File: src/rtl/msplit_pkg.sv
// Package for the mapping range page splitter.
// Holds the request and result item types, status and page size codes.
// No dependencies.
package msplit_pkg;

    localparam int ADDR_W  = 64;
    localparam int COUNT_W = 52;

    localparam logic [1:0] ST_OK       = 2'd0;
    localparam logic [1:0] ST_MISALIGN = 2'd1;
    localparam logic [1:0] ST_BAD_LEN  = 2'd2;

    localparam logic [1:0] PS_4K = 2'd0;
    localparam logic [1:0] PS_2M = 2'd1;
    localparam logic [1:0] PS_1G = 2'd2;

    // Offset bits inside a page of each size
    localparam int SH_4K = 12;
    localparam int SH_2M = 21;
    localparam int SH_1G = 30;

    typedef struct packed {
        logic [ADDR_W-1:0] virtual_base;
        logic [ADDR_W-1:0] physical_base;
        logic [ADDR_W-1:0] range_length;
    } t_req_item;

    typedef struct packed {
        logic [ADDR_W-1:0]  segment_virtual;
        logic [ADDR_W-1:0]  segment_physical;
        logic [1:0]         page_size_code;
        logic [COUNT_W-1:0] page_count;
        logic [1:0]         status;
        logic               last_segment;
    } t_seg_item;

    // Classified request as held between front and back
    typedef struct packed {
        t_req_item  req;
        logic [1:0] status;
    } t_req_entry;

endpackage

File: src/rtl/msplit_front.sv
// Front end: checks alignment of a request and tags it with its status.
// Depends on msplit_pkg.
module msplit_front (
    input  msplit_pkg::t_req_item  i_item,
    output msplit_pkg::t_req_entry o_entry
);
    import msplit_pkg::*;

    logic base_bad;
    logic len_bad;

    assign base_bad = (i_item.virtual_base[SH_4K-1:0] != '0)
                   || (i_item.physical_base[SH_4K-1:0] != '0);
    assign len_bad  = (i_item.range_length[SH_4K-1:0] != '0);

    always_comb begin
        o_entry.req = i_item;
        if (base_bad) begin
            o_entry.status = ST_MISALIGN;
        end else if (len_bad) begin
            o_entry.status = ST_BAD_LEN;
        end else begin
            o_entry.status = ST_OK;
        end
    end

endmodule

File: src/rtl/msplit_fifo.sv
// Small synchronous queue of items of any packed type.
// No package dependency. DEPTH must be at least 2.
module msplit_fifo #(
    parameter type T     = logic,
    parameter int  DEPTH = 2
) (
    input  logic i_clk,
    input  logic i_rst_n,
    input  logic i_push,
    input  T     i_data,
    output logic o_full,
    input  logic i_pop,
    output logic o_empty,
    output T     o_data
);
    localparam int IDX_W = $clog2(DEPTH);
    localparam int CNT_W = $clog2(DEPTH + 1);

    T                 r_mem [DEPTH];
    logic [IDX_W-1:0] r_wr, n_wr;
    logic [IDX_W-1:0] r_rd, n_rd;
    logic [CNT_W-1:0] r_cnt, n_cnt;
    logic             wr_en;
    logic             rd_en;

    assign o_full  = (r_cnt == CNT_W'(DEPTH));
    assign o_empty = (r_cnt == '0);
    assign wr_en   = i_push && !o_full;
    assign rd_en   = i_pop && !o_empty;
    assign o_data  = r_mem[r_rd];

    always_comb begin
        n_wr  = r_wr;
        n_rd  = r_rd;
        n_cnt = r_cnt;
        if (wr_en) begin
            n_wr = (r_wr == IDX_W'(DEPTH - 1)) ? '0 : r_wr + 1'b1;
        end
        if (rd_en) begin
            n_rd = (r_rd == IDX_W'(DEPTH - 1)) ? '0 : r_rd + 1'b1;
        end
        if (wr_en && !rd_en) begin
            n_cnt = r_cnt + 1'b1;
        end else if (rd_en && !wr_en) begin
            n_cnt = r_cnt - 1'b1;
        end
    end

    always_ff @(posedge i_clk) begin
        if (!i_rst_n) begin
            r_wr  <= '0;
            r_rd  <= '0;
            r_cnt <= '0;
        end else begin
            r_wr  <= n_wr;
            r_rd  <= n_rd;
            r_cnt <= n_cnt;
        end
    end

    always_ff @(posedge i_clk) begin
        if (wr_en) begin
            r_mem[r_wr] <= i_data;
        end
    end

endmodule

File: src/rtl/msplit_back.sv
// Back end: walks one classified request; emits one segment per cycle while
// i_seg_full is low. Depends on msplit_pkg.
module msplit_back (
    input  logic                   i_clk,
    input  logic                   i_rst_n,
    input  logic                   i_req_empty,
    input  msplit_pkg::t_req_entry i_req,
    output logic                   o_req_pop,
    input  logic                   i_seg_full,
    output logic                   o_seg_push,
    output msplit_pkg::t_seg_item  o_seg
);
    import msplit_pkg::*;

    logic              r_busy, n_busy;
    logic [ADDR_W-1:0] r_va, n_va;
    logic [ADDR_W-1:0] r_pa, n_pa;
    logic [ADDR_W-1:0] r_rem, n_rem;
    logic [1:0]        r_status, n_status;

    logic [ADDR_W-1:0] both;
    logic              use_1g;
    logic              use_2m;
    logic [ADDR_W-1:0] len;
    logic [ADDR_W-1:0] rest;
    logic [1:0]        code;
    logic [COUNT_W-1:0] count;
    logic              seg_last;
    logic              done;

    assign both   = r_va | r_pa;
    assign use_1g = (both[SH_1G-1:0] == '0) && (r_rem[ADDR_W-1:SH_1G] != '0);
    assign use_2m = (both[SH_2M-1:0] == '0) && (r_rem[ADDR_W-1:SH_2M] != '0);

    // Whole pages of the chosen size; what is left goes to the next segment
    always_comb begin
        if (use_1g) begin
            code  = PS_1G;
            count = COUNT_W'(r_rem[ADDR_W-1:SH_1G]);
            len   = {r_rem[ADDR_W-1:SH_1G], {SH_1G{1'b0}}};
        end else if (use_2m) begin
            code  = PS_2M;
            count = COUNT_W'(r_rem[ADDR_W-1:SH_2M]);
            len   = {r_rem[ADDR_W-1:SH_2M], {SH_2M{1'b0}}};
        end else begin
            code  = PS_4K;
            count = r_rem[ADDR_W-1:SH_4K];
            len   = r_rem;
        end
        rest = r_rem ^ len;
    end

    // Error results are single and carry no pages
    assign seg_last = (r_status != ST_OK) || (rest == '0);

    always_comb begin
        o_seg.segment_virtual  = r_va;
        o_seg.segment_physical = r_pa;
        o_seg.status           = r_status;
        o_seg.last_segment     = seg_last;
        if (r_status != ST_OK) begin
            o_seg.page_size_code = PS_4K;
            o_seg.page_count     = '0;
        end else begin
            o_seg.page_size_code = code;
            o_seg.page_count     = count;
        end
    end

    assign o_seg_push = r_busy && !i_seg_full;
    assign done       = o_seg_push && seg_last;
    assign o_req_pop  = !i_req_empty && (!r_busy || done);

    always_comb begin
        n_busy   = r_busy;
        n_va     = r_va;
        n_pa     = r_pa;
        n_rem    = r_rem;
        n_status = r_status;
        if (o_req_pop) begin
            n_busy   = 1'b1;
            n_va     = i_req.req.virtual_base;
            n_pa     = i_req.req.physical_base;
            n_rem    = i_req.req.range_length;
            n_status = i_req.status;
        end else if (done) begin
            n_busy = 1'b0;
        end else if (o_seg_push) begin
            n_va  = r_va + len;
            n_pa  = r_pa + len;
            n_rem = rest;
        end
    end

    always_ff @(posedge i_clk) begin
        if (!i_rst_n) begin
            r_busy <= 1'b0;
        end else begin
            r_busy <= n_busy;
        end
    end

    always_ff @(posedge i_clk) begin
        r_va     <= n_va;
        r_pa     <= n_pa;
        r_rem    <= n_rem;
        r_status <= n_status;
    end

endmodule

File: src/rtl/mapping_range_page_splitter.sv
// Top level of the mapping range page splitter.
// Depends on msplit_pkg, msplit_front, msplit_fifo, msplit_back.
//
//  channel   | handshake            | payload
//  ----------+----------------------+------------------------------
//  request   | push / full          | i_item   (msplit_pkg::t_req_item)
//  segment   | empty / pop          | o_result (msplit_pkg::t_seg_item)
//
// A request is checked and queued in the cycle it is pushed; requests are
// taken every cycle while the request queue has room.
// The segment engine emits one result per cycle while the result queue has
// room; a request gives one to three results, and the next request is
// loaded in the same cycle as the last segment of the previous one.
// A result is built from the registers its request is loaded into.
// Reset clears queue counts, pointers and busy flag; no clearing pass.
// A stalled output fills the result queue, then the request queue, then full.
module mapping_range_page_splitter #(
    parameter int REQ_DEPTH = 4,
    parameter int RES_DEPTH = 2
) (
    input  logic                  i_clk,
    input  logic                  i_rst_n,
    input  logic                  push,
    output logic                  full,
    input  msplit_pkg::t_req_item i_item,
    output logic                  empty,
    input  logic                  pop,
    output msplit_pkg::t_seg_item o_result
);
    import msplit_pkg::*;

    t_req_entry front_entry;
    t_req_entry q_head;
    logic       q_empty;
    logic       q_pop;
    t_seg_item  seg;
    logic       seg_push;
    logic       seg_full;

    msplit_front u_front (
        .i_item  (i_item),
        .o_entry (front_entry)
    );

    msplit_fifo #(
        .T     (t_req_entry),
        .DEPTH (REQ_DEPTH)
    ) u_req_q (
        .i_clk   (i_clk),
        .i_rst_n (i_rst_n),
        .i_push  (push),
        .i_data  (front_entry),
        .o_full  (full),
        .i_pop   (q_pop),
        .o_empty (q_empty),
        .o_data  (q_head)
    );

    msplit_back u_back (
        .i_clk       (i_clk),
        .i_rst_n     (i_rst_n),
        .i_req_empty (q_empty),
        .i_req       (q_head),
        .o_req_pop   (q_pop),
        .i_seg_full  (seg_full),
        .o_seg_push  (seg_push),
        .o_seg       (seg)
    );

    msplit_fifo #(
        .T     (t_seg_item),
        .DEPTH (RES_DEPTH)
    ) u_res_q (
        .i_clk   (i_clk),
        .i_rst_n (i_rst_n),
        .i_push  (seg_push),
        .i_data  (seg),
        .o_full  (seg_full),
        .i_pop   (pop),
        .o_empty (empty),
        .o_data  (o_result)
    );

endmodule
File: config.mk
export PLATFORM = sky130hd
export DESIGN_NAME = mapping_range_page_splitter
export DESIGN_NICKNAME = d
export VERILOG_FILES = /design/src/rtl/msplit_pkg.sv /design/src/rtl/msplit_front.sv /design/src/rtl/msplit_fifo.sv /design/src/rtl/msplit_back.sv /design/src/rtl/mapping_range_page_splitter.sv
export SDC_FILE = /design/constraint.sdc
export NUM_CORES = 2
export LEC_CHECK = 0
export BUFFER_PORTS_ARGS = -buffer_cell sky130_fd_sc_hd__buf_2
export CAP_MARGIN = 20
export CORE_MARGIN = 5
export CORE_UTILIZATION = 44
export CTS_CLUSTER_DIAMETER = 80
export DETAILED_ROUTE_END_ITERATION = 12
export GPL_TIMING_DRIVEN = 0
export SYNTH_ARGS = -nofsm -noshare
export SYNTH_HDL_FRONTEND = slang
export SYNTH_SLANG_ARGS = --single-unit
File: constraint.sdc
create_clock -name i_clk -period 15.6 [get_ports i_clk]
set_input_delay 3.12 -clock i_clk [delete_from_list [all_inputs] [get_ports i_clk]]
set_output_delay 3.12 -clock i_clk [all_outputs]
set_load 0.005 [all_outputs]
==> flow_metrics.py <==
metrics = {
    "placed_design": {
        "hpwl_um": 127000,
        "place_inst": 5949,
        "port_buffers": 382,
        "place_congestion": 0.913,
    },
    "pwr": {
        "switching_power_mw": 6.22,
        "p_sw_share_pct": 39.1,
        "power.density_mw_per_mm2": 232,
        "seqPwrFrac_pct": 36.0,
        "p_int_mw": 9.69,
        "p_clk_share_pct": 20.8,
        "power.total_mw": 15.9,
        "p_leak_nw": 23.6,
        "p_comb_share_pct": 43.3,
        "peakVddDrop_uv": 118,
    },
    "die": {
        "die_y_um": 376,
        "io_pins": 383,
        "num_rows": 134,
        "start_util_pct": 44.2,
        "die_area_mm2": 0.141,
        "core-area_mm2": 0.133,
        "die_width_um": 376,
    },
    "sta": {
        "rsz0062_at_grt": "false",
        "hold_viol_final": 0,
        "fin_tns_setup_ps": 0,
        "setup_violations": 0,
        "slew_headroom_pct": 20.8,
        "skew_ps": 35.6,
        "min_period_ps": 9710,
        "whs_ps": 479,
        "slew_viol_final": 0,
        "fmax_ghz": 0.103,
        "tightest_slew_ps": 1190,
        "period_share_pct": 62.2,
    },
    "critical_path": {
        "worstSetupPathType": "reg2reg",
        "cp.required_ps": 16080,
        "path_max_fanout": 10,
        "cp.arrival_ps": 10190,
        "critPathCaptureType": "flop",
        "cp-start-kind": "flop",
    },
    "global_route": {
        "grt_pass1_vias": 34897,
        "grt_max_degree": 60,
        "grt_pass1_wl_um": 246000,
        "grt_overflow": 0,
        "antenna_found_initial": 41,
        "grt_usage_pct": 24.0,
    },
    "clock_tree": {
        "cts_hold_buffers": 0,
        "clkSinkCount": 1355,
        "cts_root_buf": "clkbuf_16",
        "numCtsBuffers": 148,
        "htreeDepth": 4,
        "ctsResizeCount": 0,
        "clkLatencyLatePin_ps": 780,
        "clk_pin_slew_worst_paths_ps": 60,
        "post-cts-setup-buffers": 0,
        "cts_tree": "done",
        "ctsLongestPathBuffers": 3,
    },
    "run": {
        "max_cap_violations": 0,
    },
    "cells_and_area": {
        "final_util_pct": 51.5,
        "syn2layout_area_growth_pct": 16.5,
        "drive_gt1_share_pct": 23.9,
        "fin_nets": 4647,
        "fin_cells": 6229,
    },
    "yosys": {
        "synthCells": 3755,
        "synthesis.nets": 4069,
        "yosysWarnings": 0,
        "ys_ff_latch": 1355,
        "avgSynthCellArea_um2": 15.7,
        "syn-cell-area_mm2": 0.0589,
        "synthFlopType": "edfxtp_1",
        "synth_cell_type_count": 93,
        "ys_seq_area_share_pct": 68.8,
        "synthArstFlopShare_pct": 0,
        "synth-edff-count": 1340,
    },
    "routing": {
        "ant_nets": 0,
        "viasPerCell": 5.73,
        "first_pass_iters": 6,
        "drt_iter0_drc": 3785,
        "wl_um": 173000,
        "wl_per_cell_um": 27.8,
        "drc": 0,
        "num_vias": 35707,
    },
    "outcome": {
        "outcome": "complete, no violations",
    },
    "worst_hold_path": {
        "holdCritPathClass": "reg2reg",
    },
}
==> placed cells by master, fill, tap and decap left out, drive strengths merged, types with 56 or more instances in the layout <==
cell	count
a21o	63
a21oi	234
and2	84
buf	451
clkbuf	361
edfxtp	1340
ha	115
mux2	187
mux4	194
nand2	313
nand3	74
nor2	205
o21ai	162
xnor2	79
xor2	56
==> cell type report <==
class                      instances  area (um^2)
timing repair buffer             428         2910
clock buffer                     188         3930
tap                             1768         2210
antenna                           21         52.6
inverter                          36          135
fill                           11206        64600
multi-input combinational       2168        17500
clock inverter                    69          607
sequential                      1355        40500
buffer                           196          759
==> worst max-delay path, cell delays in order (launching register included) <==
cell	delay [ps]
edfxtp_1	690
or4_1	610
nor3_1	380
nand4_2	390
nand2_1	470
buf_2	360
buf_1	790
buf_1	400
clkbuf_1	740
and2_1	390
ha_1	350
and4_1	180
a31o_2	290
o311a_1	350
o311ai_1	520
a21oi_1	200
nor2_1	560
o31ai_2	220
o21ai_2	310
o21ai_1	170
a221oi_1	720
xnor2_1	200
a21oi_1	90
==> logic make-up (layout without fill, tap and decap cells) <==
family / Yosys count / count (layout) / share of synthesized area (%)
muxes: 388 / 388 / 11.1
AOI/OAI and AO/OA: 643 / 643 / 6.78
and+or+nand+nor: 876 / 876 / 7.08
buffers and inverters: 232 / 917 / 1.51
other: 0 / 21 / 0
adders and majority gates: 126 / 126 / 2.68
xor gates and xnor gates: 135 / 135 / 2.01
DFF: 1355 / 1355 / 68.8
==> stage by stage <==
step                      cell area, um^2  worst slack, ps
after global routing                68600             5820
final                               68600             5890
after CTS                           68600             6140
after floorplan                     58900             4310
after global placement              63000            -3130
after detailed placement            64000             6190
==> routing by layer <==
metal | wire length, um | part of all wire (%) | vias to the layer above | track usage (%)
met2 | 83300 | 48 | 1407 | 39.1
met5 | 125 | 0.072 | - | 0
li1 | - | - | 15880 | -
met1 | 71300 | 41 | 18152 | 32.9
met4 | 4640 | 2.7 | 18 | 6.68
met3 | 13700 | 7.9 | 250 | 5.33
==> state kept, by name (all words and copies together), names as in the netlist, 2 cells and up, named ones only <==
signal	flops
u_back.r_pa	64
u_back.r_rem	64
u_back.r_status	2
u_back.r_va	64
u_req_q.r_cnt	3
u_req_q.r_mem	776
u_req_q.r_rd	2
u_req_q.r_wr	2
u_res_q.r_cnt	2
u_res_q.r_mem	370
==> power groups by stage <==
stage               logic [mW]  registers (mW)  clock network [mW]
global placement          6.61            6.13                   0
detailed placement        6.82            5.79                   0
finish                    6.88            5.72                3.31
floorplan                 4.46            5.65                   0
CTS                       6.87            5.71                3.37
global route              7.43            5.77                3.53
==> synthesized netlist by cell type (38+ instances only) <==
cell type	count	area share (%)
clkbuf_1	173	1.1
nor4_1	38	0.40
xnor2_1	79	1.2
mux2_2	187	3.6
and2_1	84	0.89
ha_1	115	2.4
nand3_1	74	0.63
nand2_1	313	2.0
mux4_2	194	7.4
edfxtp_1	1340	68
a21o_1	63	0.80
a21oi_1	233	2.0
o21ai_0	144	1.2
nor2_1	204	1.3
xor2_1	56	0.83
==> path summary, 6_finish.rpt <==
path / startpoint / end / slack, ps / cells after the start
worst min register to register: u_back.r_pa[60]$_DFFE_PP_ / u_res_q.r_mem[1][117]$_DFFE_PP_ / 480 / 0
worst min-delay path: u_back.r_pa[60]$_DFFE_PP_ / u_res_q.r_mem[1][117]$_DFFE_PP_ / 480 / 0
worst max register to register: u_back.r_rem[38]$_SDFFCE_PN0P_ / u_back.r_pa[63]$_DFFE_PP_ / 5890 / 22
worst max-delay path: u_back.r_rem[38]$_SDFFCE_PN0P_ / u_back.r_pa[63]$_DFFE_PP_ / 5890 / 22
(Power assumes the default switching activity.)
